File: src/sv/ttptf_pkg.sv
// Shared types, constants and code tables for the paper tape frame generator.
// Used by the front, queue, back and top level modules; depends on nothing.
package ttptf_pkg;

   localparam int FRAMES_PER_CARD = 120;
   localparam int POS_W = $clog2(FRAMES_PER_CARD);
   localparam int MARKER_COUNT = (FRAMES_PER_CARD + 4) / 5;
   localparam int MARKER_W = (MARKER_COUNT > 1) ? $clog2(MARKER_COUNT) : 1;
   localparam int MARKER_LAST_RUN = FRAMES_PER_CARD - 5 * (MARKER_COUNT - 1) - 1;
   localparam int QUEUE_DEPTH = 4;
   localparam int QPTR_W = $clog2(QUEUE_DEPTH);

   localparam logic [7:0] MARKER_FRAME = 8'o200;
   localparam logic [7:0] UNMAPPED_CODE = 8'o017;
   localparam logic [15:0] CP_LF = 16'd10;
   localparam logic [15:0] CP_CR = 16'd13;
   localparam logic [15:0] CP_GS = 16'h001D;
   localparam logic [15:0] CYRILLIC_FIRST = 16'h0410;
   localparam logic [15:0] CYRILLIC_END = 16'h0450;

   typedef enum logic [1:0] {
      BODY_NONE,
      BODY_FRAME,
      BODY_MARKER
   } body_type;

   typedef struct packed {
      logic       start;
      body_type   body;
      logic [7:0] frame;
      logic [6:0] zero_run;
      logic       tape_end;
   } cmd_type;

   localparam logic [7:0] ASCII_CODE [128] = '{
      8'o017, 8'o017, 8'o017, 8'o017, 8'o017, 8'o017, 8'o017, 8'o017,
      8'o017, 8'o017, 8'o214, 8'o017, 8'o017, 8'o017, 8'o017, 8'o017,
      8'o017, 8'o017, 8'o017, 8'o017, 8'o017, 8'o017, 8'o017, 8'o017,
      8'o017, 8'o017, 8'o017, 8'o017, 8'o017, 8'o017, 8'o174, 8'o017,
      8'o017, 8'o133, 8'o134, 8'o034, 8'o127, 8'o126, 8'o121, 8'o033,
      8'o022, 8'o023, 8'o031, 8'o012, 8'o015, 8'o013, 8'o016, 8'o014,
      8'o000, 8'o001, 8'o002, 8'o003, 8'o004, 8'o005, 8'o006, 8'o007,
      8'o010, 8'o011, 8'o037, 8'o026, 8'o035, 8'o025, 8'o036, 8'o136,
      8'o021, 8'o040, 8'o042, 8'o061, 8'o077, 8'o045, 8'o100, 8'o101,
      8'o055, 8'o102, 8'o103, 8'o052, 8'o104, 8'o054, 8'o105, 8'o056,
      8'o060, 8'o106, 8'o107, 8'o110, 8'o062, 8'o111, 8'o112, 8'o113,
      8'o065, 8'o063, 8'o114, 8'o027, 8'o017, 8'o030, 8'o115, 8'o132,
      8'o032, 8'o040, 8'o042, 8'o061, 8'o077, 8'o045, 8'o100, 8'o101,
      8'o055, 8'o102, 8'o103, 8'o052, 8'o104, 8'o054, 8'o105, 8'o056,
      8'o060, 8'o106, 8'o107, 8'o110, 8'o062, 8'o111, 8'o112, 8'o113,
      8'o065, 8'o063, 8'o114, 8'o017, 8'o130, 8'o017, 8'o123, 8'o017
   };

   localparam logic [7:0] CYRILLIC_CODE [32] = '{
      8'o040, 8'o041, 8'o042, 8'o043, 8'o044, 8'o045, 8'o046, 8'o047,
      8'o050, 8'o051, 8'o052, 8'o053, 8'o054, 8'o055, 8'o056, 8'o057,
      8'o060, 8'o061, 8'o062, 8'o063, 8'o064, 8'o065, 8'o066, 8'o067,
      8'o070, 8'o071, 8'o135, 8'o072, 8'o073, 8'o074, 8'o075, 8'o076
   };

   function automatic logic [7:0] special_code(input logic [15:0] cp);
      logic [7:0] code;
      unique case (cp)
         16'h00AC: code = 8'o123;
         16'h00B0: code = 8'o136;
         16'h00D7: code = 8'o024;
         16'h00F7: code = 8'o124;
         16'h2015: code = 8'o131;
         16'h2018: code = 8'o032;
         16'h2019: code = 8'o033;
         16'h2032: code = 8'o137;
         16'h203E: code = 8'o115;
         16'h212F: code = 8'o020;
         16'h2191: code = 8'o021;
         16'h2227: code = 8'o121;
         16'h2228: code = 8'o120;
         16'h2260: code = 8'o034;
         16'h2261: code = 8'o125;
         16'h2264: code = 8'o116;
         16'h2265: code = 8'o117;
         16'h2283: code = 8'o122;
         16'h23E8: code = 8'o020;
         16'h25C7: code = 8'o127;
         16'h25CA: code = 8'o127;
         16'h2A7D: code = 8'o116;
         16'h2A7E: code = 8'o117;
         default:  code = UNMAPPED_CODE;
      endcase
      return code;
   endfunction

   function automatic logic [7:0] map_point(input logic [15:0] cp);
      logic [7:0] code;
      if (cp[15:7] == '0) begin
         code = ASCII_CODE[cp[6:0]];
      end else if (cp >= CYRILLIC_FIRST && cp < CYRILLIC_END) begin
         code = CYRILLIC_CODE[cp[4:0] - 5'd16];
      end else begin
         code = special_code(cp);
      end
      return code;
   endfunction

   function automatic logic [7:0] add_parity(input logic [7:0] code);
      logic [7:0] framed;
      framed = (^code) ? code : (code | 8'h80);
      return framed;
   endfunction

endpackage

File: src/sv/text_to_paper_tape_frames_core.sv
// Top level of the 8-track paper tape frame generator.
// Instantiates ttptf_front, ttptf_queue and ttptf_back; depends on ttptf_pkg.
//
// The req channel takes one file byte, or an end-of-file mark, per word. The
// rsp channel gives tape frames; each carries a count of zero frames that
// follow it, a tape end flag on the tail frame, and a last flag on the final
// word caused by one input word. The csr port writes the text mode bit; any
// write restarts the tape; the user must make it only while the block is idle,
// which the block does not enforce. A word's results pass through the command
// queue and the output register to rsp. A word gives at most one result per
// cycle, so most words sustain one per cycle while rsp_stall is low; the start
// frame adds one result word, and a marker card gives 24. A four-entry command
// queue sits between the decoder and the frame expander; req_stall rises only
// when that queue is full, and rsp_stall holds the output register and backs
// the queue up. Reset is synchronous; it empties the queue and the output
// register, selects binary mode and returns the tape to its start.
module text_to_paper_tape_frames_core import ttptf_pkg::*; (
   input  logic       clock,
   input  logic       reset,
   input  logic       csr_write_enable,
   input  logic       csr_write_data,
   input  logic       req_valid,
   output logic       req_stall,
   input  logic [7:0] req_data_byte,
   input  logic       req_end_of_file,
   output logic       rsp_valid,
   input  logic       rsp_stall,
   output logic [7:0] rsp_frame,
   output logic [6:0] rsp_zero_run,
   output logic       rsp_tape_end,
   output logic       rsp_last
);

   logic    full;
   logic    push;
   logic    pop;
   logic    head_valid;
   cmd_type push_cmd;
   cmd_type head_cmd;

   assign req_stall = full;

   ttptf_front u_front (
      .clock            (clock),
      .reset            (reset),
      .csr_write_enable (csr_write_enable),
      .csr_write_data   (csr_write_data),
      .req_accept       (req_valid && !full),
      .req_data_byte    (req_data_byte),
      .req_end_of_file  (req_end_of_file),
      .push             (push),
      .push_cmd         (push_cmd)
   );

   ttptf_queue u_queue (
      .clock      (clock),
      .reset      (reset),
      .push       (push),
      .push_cmd   (push_cmd),
      .pop        (pop),
      .full       (full),
      .head_valid (head_valid),
      .head_cmd   (head_cmd)
   );

   ttptf_back u_back (
      .clock        (clock),
      .reset        (reset),
      .head_valid   (head_valid),
      .head_cmd     (head_cmd),
      .pop          (pop),
      .rsp_valid    (rsp_valid),
      .rsp_stall    (rsp_stall),
      .rsp_frame    (rsp_frame),
      .rsp_zero_run (rsp_zero_run),
      .rsp_tape_end (rsp_tape_end),
      .rsp_last     (rsp_last)
   );

endmodule

File: src/sv/ttptf_front.sv
// Front end: accepts input words, decodes UTF-8, tracks tape phase and card position.
// Emits one command per word that yields results. Depends on ttptf_pkg.
module ttptf_front import ttptf_pkg::*; (
   input  logic          clock,
   input  logic          reset,
   input  logic          csr_write_enable,
   input  logic          csr_write_data,
   input  logic          req_accept,
   input  logic [7:0]    req_data_byte,
   input  logic          req_end_of_file,
   output logic          push,
   output cmd_type       push_cmd
);

   typedef enum logic [2:0] {
      PH_STARTING,
      PH_BINARY,
      PH_RUNNING,
      PH_IMAGE,
      PH_TAIL
   } phase_type;

   phase_type        phase_ff, phase_in, eff_phase;
   logic             text_mode_ff;
   logic [POS_W-1:0] pos_ff, pos_in;
   logic [1:0]       cnt_ff, cnt_in;
   logic [7:0]       lead_ff, lead_in;
   logic [7:0]       second_ff, second_in;
   logic             cp_valid;
   logic [15:0]      cp;

   always_comb begin
      phase_in  = phase_ff;
      pos_in    = pos_ff;
      cnt_in    = cnt_ff;
      lead_in   = lead_ff;
      second_in = second_ff;
      cp_valid  = 1'b0;
      cp        = '0;
      push      = 1'b0;
      push_cmd.start    = (phase_ff == PH_STARTING);
      push_cmd.body     = BODY_NONE;
      push_cmd.frame    = '0;
      push_cmd.zero_run = '0;
      push_cmd.tape_end = 1'b0;
      eff_phase = phase_ff;
      if (phase_ff == PH_STARTING) begin
         eff_phase = text_mode_ff ? PH_RUNNING : PH_BINARY;
      end
      if (req_accept && phase_ff != PH_TAIL) begin
         phase_in = eff_phase;
         if (req_end_of_file) begin
            cnt_in            = '0;
            lead_in           = '0;
            second_in         = '0;
            push_cmd.body     = BODY_FRAME;
            push_cmd.tape_end = 1'b1;
            phase_in          = PH_TAIL;
         end else if (eff_phase == PH_BINARY) begin
            push_cmd.body  = BODY_FRAME;
            push_cmd.frame = req_data_byte;
         end else begin
            if (cnt_ff == 2'd1) begin
               if (!lead_ff[5]) begin
                  cnt_in   = '0;
                  cp_valid = 1'b1;
                  cp       = {5'd0, lead_ff[4:0], req_data_byte[5:0]};
               end else begin
                  second_in = req_data_byte;
                  cnt_in    = 2'd2;
               end
            end else if (cnt_ff == 2'd2) begin
               cnt_in   = '0;
               cp_valid = !(lead_ff == 8'hEF && second_ff == 8'hBB &&
                            req_data_byte == 8'hBF);
               cp       = {lead_ff[3:0], second_ff[5:0], req_data_byte[5:0]};
            end else begin
               cnt_in = '0;
               if (!req_data_byte[7]) begin
                  cp_valid = 1'b1;
                  cp       = {8'd0, req_data_byte};
               end else begin
                  lead_in = req_data_byte;
                  cnt_in  = 2'd1;
               end
            end
            if (cp_valid) begin
               if (eff_phase == PH_RUNNING) begin
                  if (cp == CP_GS) begin
                     phase_in = PH_IMAGE;
                     pos_in   = '0;
                  end else if (cp != CP_LF && cp != CP_CR) begin
                     push_cmd.body  = BODY_FRAME;
                     push_cmd.frame = add_parity(map_point(cp));
                  end
               end else if (cp == CP_LF) begin
                  push_cmd.body     = BODY_FRAME;
                  push_cmd.zero_run = 7'(POS_W'(FRAMES_PER_CARD - 1) - pos_ff);
                  pos_in            = '0;
               end else if (cp == CP_GS) begin
                  push_cmd.body = BODY_MARKER;
                  phase_in      = PH_RUNNING;
                  pos_in        = '0;
               end else if (cp != CP_CR) begin
                  push_cmd.body  = BODY_FRAME;
                  push_cmd.frame = add_parity(map_point(cp));
                  pos_in = (pos_ff == POS_W'(FRAMES_PER_CARD - 1)) ? '0 : pos_ff + 1'b1;
               end
            end
         end
         push = push_cmd.start || push_cmd.body != BODY_NONE;
      end
   end

   always_ff @(posedge clock) begin
      if (reset || csr_write_enable) begin
         phase_ff     <= PH_STARTING;
         pos_ff       <= '0;
         cnt_ff       <= '0;
         lead_ff      <= '0;
         second_ff    <= '0;
         text_mode_ff <= reset ? 1'b0 : csr_write_data;
      end else begin
         phase_ff  <= phase_in;
         pos_ff    <= pos_in;
         cnt_ff    <= cnt_in;
         lead_ff   <= lead_in;
         second_ff <= second_in;
      end
   end

endmodule

File: src/sv/ttptf_queue.sv
// Short command queue that decouples the front end from the frame expander.
// Depends on ttptf_pkg for the command type and depth.
module ttptf_queue import ttptf_pkg::*; (
   input  logic    clock,
   input  logic    reset,
   input  logic    push,
   input  cmd_type push_cmd,
   input  logic    pop,
   output logic    full,
   output logic    head_valid,
   output cmd_type head_cmd
);

   cmd_type           mem [QUEUE_DEPTH];
   logic [QPTR_W-1:0] wr_ptr_ff, rd_ptr_ff;
   logic [QPTR_W:0]   count_ff;

   assign full       = (count_ff == (QPTR_W+1)'(QUEUE_DEPTH));
   assign head_valid = (count_ff != '0);
   assign head_cmd   = mem[rd_ptr_ff];

   always_ff @(posedge clock) begin
      if (push) begin
         mem[wr_ptr_ff] <= push_cmd;
      end
   end

   always_ff @(posedge clock) begin
      if (reset) begin
         wr_ptr_ff <= '0;
         rd_ptr_ff <= '0;
         count_ff  <= '0;
      end else begin
         if (push) begin
            wr_ptr_ff <= wr_ptr_ff + 1'b1;
         end
         if (pop) begin
            rd_ptr_ff <= rd_ptr_ff + 1'b1;
         end
         case ({push, pop})
            2'b10:   count_ff <= count_ff + 1'b1;
            2'b01:   count_ff <= count_ff - 1'b1;
            default: count_ff <= count_ff;
         endcase
      end
   end

endmodule

File: src/sv/ttptf_back.sv
// Back end: expands queued commands into result words held in an output register.
// Handles the start frame and the marker card run. Depends on ttptf_pkg.
module ttptf_back import ttptf_pkg::*; (
   input  logic       clock,
   input  logic       reset,
   input  logic       head_valid,
   input  cmd_type    head_cmd,
   output logic       pop,
   output logic       rsp_valid,
   input  logic       rsp_stall,
   output logic [7:0] rsp_frame,
   output logic [6:0] rsp_zero_run,
   output logic       rsp_tape_end,
   output logic       rsp_last
);

   logic                rsp_valid_ff;
   logic [7:0]          frame_ff, frame_in;
   logic [6:0]          run_ff, run_in;
   logic                end_ff, end_in;
   logic                last_ff, last_in;
   logic                start_done_ff;
   logic [MARKER_W-1:0] idx_ff;
   logic                load;
   logic                show_start;

   assign load       = !rsp_valid_ff || !rsp_stall;
   assign show_start = head_cmd.start && !start_done_ff;
   assign pop        = load && head_valid && last_in;

   always_comb begin
      frame_in = '0;
      run_in   = '0;
      end_in   = 1'b0;
      last_in  = 1'b1;
      if (show_start) begin
         last_in = (head_cmd.body == BODY_NONE);
      end else if (head_cmd.body == BODY_MARKER) begin
         frame_in = MARKER_FRAME;
         last_in  = (idx_ff == MARKER_W'(MARKER_COUNT - 1));
         run_in   = last_in ? 7'(MARKER_LAST_RUN) : 7'd4;
      end else begin
         frame_in = head_cmd.frame;
         run_in   = head_cmd.zero_run;
         end_in   = head_cmd.tape_end;
      end
   end

   always_ff @(posedge clock) begin
      if (reset) begin
         rsp_valid_ff  <= 1'b0;
         start_done_ff <= 1'b0;
         idx_ff        <= '0;
      end else if (load) begin
         rsp_valid_ff <= head_valid;
         if (head_valid) begin
            if (last_in) begin
               start_done_ff <= 1'b0;
               idx_ff        <= '0;
            end else if (show_start) begin
               start_done_ff <= 1'b1;
            end else begin
               idx_ff <= idx_ff + 1'b1;
            end
         end
      end
   end

   always_ff @(posedge clock) begin
      if (load) begin
         frame_ff <= frame_in;
         run_ff   <= run_in;
         end_ff   <= end_in;
         last_ff  <= last_in;
      end
   end

   assign rsp_valid    = rsp_valid_ff;
   assign rsp_frame    = frame_ff;
   assign rsp_zero_run = run_ff;
   assign rsp_tape_end = end_ff;
   assign rsp_last     = last_ff;

endmodule

File: config.mk
export PLATFORM = sky130hd
export DESIGN_NAME = text_to_paper_tape_frames_core
export DESIGN_NICKNAME = d
export VERILOG_FILES = /design/src/sv/ttptf_pkg.sv /design/src/sv/text_to_paper_tape_frames_core.sv /design/src/sv/ttptf_front.sv /design/src/sv/ttptf_queue.sv /design/src/sv/ttptf_back.sv
export SDC_FILE = /design/constraint.sdc
export NUM_CORES = 1
export LEC_CHECK = 0
export BUFFER_PORTS_ARGS = -buffer_cell sky130_fd_sc_hd__buf_2
export CORE_AREA = 2 2 124 126
export CTS_BUF_LIST = sky130_fd_sc_hd__clkbuf_4 sky130_fd_sc_hd__clkbuf_8 sky130_fd_sc_hd__clkbuf_16
export DETAILED_ROUTE_END_ITERATION = 16
export DIE_AREA = 0 0 126 128
export HOLD_SLACK_MARGIN = 0.03
export PLACE_DENSITY_LB_ADDON = 0.2
export SLEW_MARGIN = 10
export SYNTH_ARGS = -nofsm -noshare
export SYNTH_HDL_FRONTEND = slang
export SYNTH_SLANG_ARGS = --single-unit
File: constraint.sdc
create_clock -name clock -period 10.6 [get_ports clock]
set_input_delay 0.53 -clock clock [delete_from_list [all_inputs] [get_ports clock]]
set_output_delay 0.53 -clock clock [all_outputs]
set_load 0.01 [all_outputs]
Word-level counts from Yosys, hierarchy flattened. Memories as Yosys holds them, arrays and structs flattened. A register that Yosys moved wholly into a read port is not among the register bits. Index checks and enable logic that the tools add are counted.

Bitwise logic cells: 4. Divide/modulo/power cells: 0. $add $sub $neg: 8. Eq/ne operators: 46. $lt $le $gt $ge: 4. Multipliers: 0. Muxes and demuxes: 100. Reductions and logical operators: 41. Shift-type cells: 0.

Operators with widths (number): == test 16 x 14 -> 1 bit, second input constant (19); two-way mux 8 bit (35); case mux 7 bit (19 select lines) (1); two-way mux 16 bit (5); two-way mux 7 bit (10); == test 16 x 8 -> 1 bit, second input constant (4); inequality test 16 x 4 -> 1 bit, second input constant (2); two-way mux 10 bit (3); two-way mux 3 bit (9); == test 8 bit, second input constant (3); two-way mux 2 bit (12); two-way mux 18 bit (1); two-way mux 9 bit (2); two-way mux 17 bit (1); == test 16 x 4 -> 1 bit, second input constant (1); == test 16 x 5 -> 1 bit, second input constant (1); >= comparator 16 x 11 -> 1 bit, second input constant (1); less-than comparator 16 x 11 -> 1 bit, second input constant (1); two-way mux 1 bit (16); parity 8 bit (2); two-way mux 15 bit (1); nonzero test 2 bit (6); two-way mux 11 bit (1); two-way mux 5 bit (2); other kinds (36) (64).

Bits in writable memories: 76. Bits in registers: 60. Memories: 3. Input port bits: 15. Latch bits: 0. Bits in read-only memories: 1280.

Memories: (name not given) (words 128, width 8, rd ports 1, clocked after memory_dff 0, wr ports 0, line ttptf_pkg.sv:95) `code = ASCII_CODE[cp[6:0]];`; (name not given) (words 32, width 8, rd ports 1, clocked after memory_dff 0, wr ports 0, line ttptf_pkg.sv:97) `code = CYRILLIC_CODE[cp[4:0] - 5'd16];`; u_queue.mem (words 4, width 19, rd ports 1, clocked after memory_dff 1, wr ports 1, line ttptf_queue.sv:14) `cmd_type mem [QUEUE_DEPTH];`.

Depth between registers and ports, before layout.
Depth after elaboration: 36. Gate-level depth with buffers: 20.

Hierarchy. A second synthesis with hierarchy kept.

Cell total of the unflattened synthesis: 821. Area total of the unflattened synthesis: 8351.8 µm².

By module, submodules not included: ttptf_front (times used 1, area an instance 4062.6 µm², cells an instance 594, seq. area each 590.6 µm²); ttptf_queue (times used 1, area an instance 3211.8 µm², cells an instance 142, seq. area each 2462.4 µm²); ttptf_back (times used 1, area an instance 1063.5 µm², cells an instance 84, seq. area each 650.6 µm²); text_to_paper_tape_frames_core (times used 1, area an instance 13.8 µm², cells an instance 1, seq. area each 0.0 µm²).

Worst setup path after synthesis. No wires, ideal clock.

Path kind: input to register. Start: input port req_data_byte[7]. End: register u_queue.count_ff[2]. Path slack: 5.905 ns. Data arrival time: 4.624 ns. Cell stages on the path: 19. Required time: 10.529 ns. Path through: clkbuf_1 -> and3_1 -> clkbuf_1 -> a21oi_1 -> and2_1 -> ha_1 -> clkbuf_1 -> nand3_1 -> nor3_1 -> nor3_1 -> a2111oi_0 -> a21oi_1 -> inv_1 -> ha_1 -> inv_1 -> fa_1 -> xor2_1 -> or3_1 -> a21oi_1.

Word-level cells in the longest chain between the ends: 20. Elaborated cells between the ends (all ways): 37. Those cells by class: eq/ne (7); mux (24); reduce/logical (6).

Ends and longest elaborated chain: from (decl) (line text_to_paper_tape_frames_core.sv:24) `input logic [7:0] req_data_byte,`; two-way mux 7 bit (line ttptf_front.sv:79) `if (!req_data_byte[7]) begin`; two-way mux 16 bit (line ttptf_front.sv:72) `end else if (cnt_ff == 2'd2) begin`; two-way mux 16 bit (line ttptf_front.sv:63) `if (cnt_ff == 2'd1) begin`; two-way mux 16 bit (line ttptf_front.sv:59) `end else if (eff_phase == PH_BINARY) begin`; two-way mux 16 bit (line ttptf_front.sv:52) `if (req_end_of_file) begin`; two-way mux 16 bit (line ttptf_front.sv:50) `if (req_accept && phase_ff != PH_TAIL) begin`; inequality test 16 x 4 -> 1 bit, on equally long branches (line ttptf_front.sv:92, ttptf_front.sv:104); two-way mux 9 bit / logical AND 1 bit (equally long branches) (line ttptf_front.sv:104, ttptf_front.sv:92); [... 4 more ...]; two-way mux 10 bit * (line ttptf_front.sv:59); two-way mux 2 bit * (line ttptf_front.sv:52); two-way mux 2 bit * (line ttptf_front.sv:50); nonzero test 2 bit * (line ttptf_front.sv:111) `push = push_cmd.start || push_cmd.body != BODY_NONE;`; logical OR 1 bit * (line ttptf_front.sv:111); two-way mux 1 bit * (line ttptf_front.sv:50); == test 2 x 1 -> 1 bit / == test 2 bit (equally long branches) (line ttptf_queue.sv:40) `case ({push, pop})`; case mux 3 bit (2 select lines) / nonzero test 2 bit (equally long branches); to (signal assigned) (line ttptf_queue.sv:41) `2'b10: count_ff <= count_ff + 1'b1;`; to (signal assigned) (line ttptf_queue.sv:42) `2'b01: count_ff <= count_ff - 1'b1;`; to (signal assigned) (line ttptf_queue.sv:43) `default: count_ff <= count_ff;`; to (decl) (line ttptf_queue.sv:16) `logic [QPTR_W:0] count_ff;`.

Every way passes the cells marked *; elsewhere a longest branch is shown, timed or not. The select of a mux whose other input is x is not followed. A chain may end at the register's enable or synchronous reset.

Final worst setup path.
Start: register u_front.cnt_ff[0]. End: register u_queue.count_ff[2].

Word-level cells in the longest chain between the ends: 20. Elaborated cells between the ends (all ways): 34. Those cells by class: eq/ne (8); mux (22); reduce/logical (4).

Ends and longest elaborated chain: from (decl) (line ttptf_front.sv:26) `logic [1:0] cnt_ff, cnt_in;`; from (signal assigned) (line ttptf_front.sv:126) `cnt_ff <= cnt_in;`; == test 2 bit (line ttptf_front.sv:72); two-way mux 16 bit (line ttptf_front.sv:72); two-way mux 16 bit (line ttptf_front.sv:63); two-way mux 16 bit (line ttptf_front.sv:59); two-way mux 16 bit (line ttptf_front.sv:52); two-way mux 16 bit (line ttptf_front.sv:50); inequality test 16 x 4 -> 1 bit, on equally long branches (line ttptf_front.sv:92, ttptf_front.sv:104); two-way mux 9 bit / logical AND 1 bit (equally long branches) (line ttptf_front.sv:104, ttptf_front.sv:92); [... 4 more ...]; two-way mux 10 bit * (line ttptf_front.sv:59); two-way mux 2 bit * (line ttptf_front.sv:52); two-way mux 2 bit * (line ttptf_front.sv:50); nonzero test 2 bit * (line ttptf_front.sv:111); logical OR 1 bit * (line ttptf_front.sv:111); two-way mux 1 bit * (line ttptf_front.sv:50); == test 2 x 1 -> 1 bit / == test 2 bit (equally long branches) (line ttptf_queue.sv:40); case mux 3 bit (2 select lines) / nonzero test 2 bit (equally long branches).

Marks and branches as above.

==> results.sh <==
export IMPL_postSynthCellCount=792
export IMPL_slowest_delay_ns=0.60
export IMPL_drc_errors=0
export IMPL_layout_commonest_cell="nor2_1"
export IMPL_grt_max_degree=51
export IMPL_ir_drop_uv=111
export IMPL_grt_pass1_vias=6259
export IMPL_num_nets_final=835
export IMPL_wl_met2_microns=10900
export IMPL_antenna_found_initial=0
export IMPL_fmax_ghz=0.186
export IMPL_wl_met1_microns=9630
export IMPL_avgRoutedWirePerCell_microns=22.6
export IMPL_cts_setup_buffers=0
export IMPL_dr_pass1_iters=6
export IMPL_slew_headroom_pct=27.1
export IMPL_io_pins=34
export IMPL_crit_chain="mux2_4 -> a21oi_1 -> and2_1 -> ha_1 -> nand3_1 -> nor3_1 -> nor3_1 -> a2111oi_0 -> a21oi_1 -> inv_1 -> ha_1 -> inv_1 -> fa_1 -> xor2_1 -> or3_1 -> a21oi_1"
export IMPL_synth_edff_count=94
export IMPL_gr_total_overflow=0
export IMPL_stdcell_count=1001
export IMPL_fillers=1253
export IMPL_cp_max_fo=13
export IMPL_cts_resized=0
export IMPL_antenna_cells=0
export IMPL_report_final_slew_viol_count=0
export IMPL_path_class="reg2reg"
export IMPL_ctsHoldBuffers=0
export IMPL_htree_levels=4
export IMPL_synth_cell_types=84
export IMPL_drt_initial_drc_count=644
export IMPL_clock_sinks=138
export IMPL_status="finished, final reports clean"
export IMPL_synthFlopType="edfxtp_1"
export IMPL_fin_ws_ns=5.23
export IMPL_dr_max_layer_used="met4"
export IMPL_cp_common_cell="a21oi_1"
export IMPL_cap_violations=0
export IMPL_vias=6620
export IMPL_syn_area_sq_um=8000
export IMPL_power_leakage_nw=3.17
export IMPL_path_buf_inv=2
export IMPL_cp_arrival_ns=5.73
export IMPL_crit_path_end_kind="register"
export IMPL_crit_path_start_kind="register"
export IMPL_regArea_sq_um=3700
export IMPL_crit_family="simple AND/OR/NAND/NOR gates"
export IMPL_cts_tree="yes"
export IMPL_syn_num_nets=827
export IMPL_numCtsBuffers=17
export IMPL_clock_latency_ns=0.43
export IMPL_die_area_sq_um=16100
export IMPL_syn_to_final_growth_pct=10.2
export IMPL_dpl_cell_count=969
export IMPL_wl_microns=22600
export IMPL_final_hold_viol_count=0
export IMPL_synth_warnings=0
export IMPL_drive_gt1_share_pct=14.4
export IMPL_crit_required_ns=10.96
export IMPL_cts_root_buf="clkbuf_16"
export IMPL_ant_nets=0
export IMPL_port_buffer_count=33
export IMPL_finalClockSkew_ns=0.0140
export IMPL_wl_met3_microns=1110
export IMPL_multiInputGateArea_sq_um=3990
export IMPL_final_cell_mix="nor2_1, edfxtp_1, a21oi_1"
export IMPL_hpwl_microns=15600
export IMPL_power_density_nw_per_um2=186
export IMPL_core_sq_um=14900
export IMPL_track_usage_pct=28.4
export IMPL_initial_core_util_pct=53.8
export IMPL_grt_pass1_wl_microns=35000
export IMPL_crit_path_top_delay_cell="dfxtp_1"
export IMPL_cts_max_path_buffers=2
export IMPL_fp_row_count=45
export IMPL_worst_pin_slew_ns=1.09
export IMPL_rsz0062_at_grt="false"
export IMPL_worstHoldPathType="in2reg"
export IMPL_seq_area_frac_synth_pct=46.3
export IMPL_fin_tns_setup_ns=0
export IMPL_pre_cts_ws_ns=5.27
export IMPL_die_h_microns=128
export IMPL_async_reset_ff_share_pct=0
export IMPL_finalSetupViolations=0
export IMPL_die_w_microns=126
export IMPL_gp_congestion=0.966
export IMPL_synth_seq_cells=138
export IMPL_clk_pin_slew_ns=0.07
export IMPL_via_per_inst=6.61
export IMPL_min_period_ns=5.37
export IMPL_timing_final_crit_share_pct=50.7
export IMPL_postSynthAreaPerCell_sq_um=10.1
-- routing by layer --
metal	up-vias	global-route usage [%]
met5	-	0
met4	0	14.4
met3	70	4.80
met2	293	46.7
met1	3239	36.4
li1	3018	-
-- layout make-up --
type	count	share of cell area (%)
flip-flops and latches	138	42.0
clock buffers	18	5.11
clock inverters	14	1.39
well taps	188	2.67
multi-input cells	578	45.2
repair buffers	42	2.64
inverters	23	0.979
-- flip-flops by register name (all words and copies together), names as in the netlist, named ones only --
name	cells
u_back.idx_ff	5
u_back.rsp_frame	8
u_back.rsp_last	1
u_back.rsp_tape_end	1
u_back.rsp_valid	1
u_back.rsp_zero_run	7
u_back.start_done_ff	1
u_front.cnt_ff	2
u_front.lead_ff	8
u_front.phase_ff	3
u_front.pos_ff	7
u_front.second_ff	8
u_front.text_mode_ff	1
u_queue.count_ff	3
u_queue.mem	76
u_queue.rd_ptr_ff	2
u_queue.wr_ptr_ff	2
-- path summary, 6_finish.rpt --
| path | to | slack (ns) | depth (start not counted) | start |
|---|---|---|---|---|
| setup / recovery | u_queue.count_ff[2] | 5.23 | 16 | u_front.cnt_ff[0] |
| hold / removal | u_front.text_mode_ff | 0.40 | 2 | csr_write_data |
| setup reg to reg | u_queue.count_ff[2] | 5.23 | 16 | u_front.cnt_ff[0] |
| hold reg to reg | u_front.second_ff[7] | 0.50 | 2 | u_front.second_ff[7] |
-- synthesized netlist by cell type, drive strengths merged (4+ instances only) --
| library cell | instances | area, sq um |
|---|---|---|
| a211oi | 11 | 105 |
| a21oi | 48 | 240 |
| a221oi | 5 | 43.8 |
| a22o | 4 | 35.0 |
| a22oi | 20 | 150 |
| a31oi | 8 | 65.1 |
| and2 | 8 | 50.1 |
| and3 | 22 | 138 |
| buf | 13 | 75.1 |
| clkbuf | 40 | 153 |
| dfxtp | 44 | 881 |
| edfxtp | 94 | 2820 |
| ha | 19 | 238 |
| inv | 23 | 86.3 |
| mux2i | 8 | 83.8 |
| mux4 | 19 | 428 |
| nand2 | 49 | 189 |
| nand2b | 9 | 56.3 |
| nand3 | 25 | 125 |
| nand4 | 16 | 100 |
| nand4b | 5 | 43.8 |
| nor2 | 109 | 409 |
| nor2b | 8 | 50.1 |
| nor3 | 25 | 125 |
| nor3b | 5 | 53.8 |
| nor4 | 8 | 50.1 |
| o211ai | 12 | 90.1 |
| o21a | 5 | 37.5 |
| o21ai | 35 | 179 |
| o311ai | 5 | 43.8 |
| or2 | 6 | 37.5 |
| or3 | 6 | 42.5 |
| or4 | 6 | 45.0 |
| xnor2 | 9 | 78.8 |
| xor2 | 11 | 96.3 |
-- report_power, final --
part           leakage (nW)  switching, W  internal, W
Clock                 0.283      0.000246     0.000322
Sequential             1.30     0.0000319     0.000666
Combinational          1.59      0.000229     0.000145
Total                  3.17      0.000507      0.00113
-- logic make-up after synthesis --
group | after synthesis | share of synthesized area [%]
compound gates | 192 | 17.0
xor+xnor | 22 | 2.75
fa+ha+maj | 20 | 3.22
buf+inv | 76 | 3.92
flops | 138 | 46.3
mux | 29 | 6.72
simple gates | 315 | 20.1
-- through the flow --
stage                     instance area (sq um)  hold WS, ns  total power, W  util, %
after floorplan                            8000        0.431        0.000965        -
after global placement                     8240        0.453         0.00107     55.5
after detailed placement                   8240        0.478         0.00108     55.5
after CTS                                  8820        0.401         0.00165     59.3
after global routing                       8820        0.425         0.00171     59.3
final                                      8820        0.403         0.00164     59.3
(Power assumes the default switching activity.)
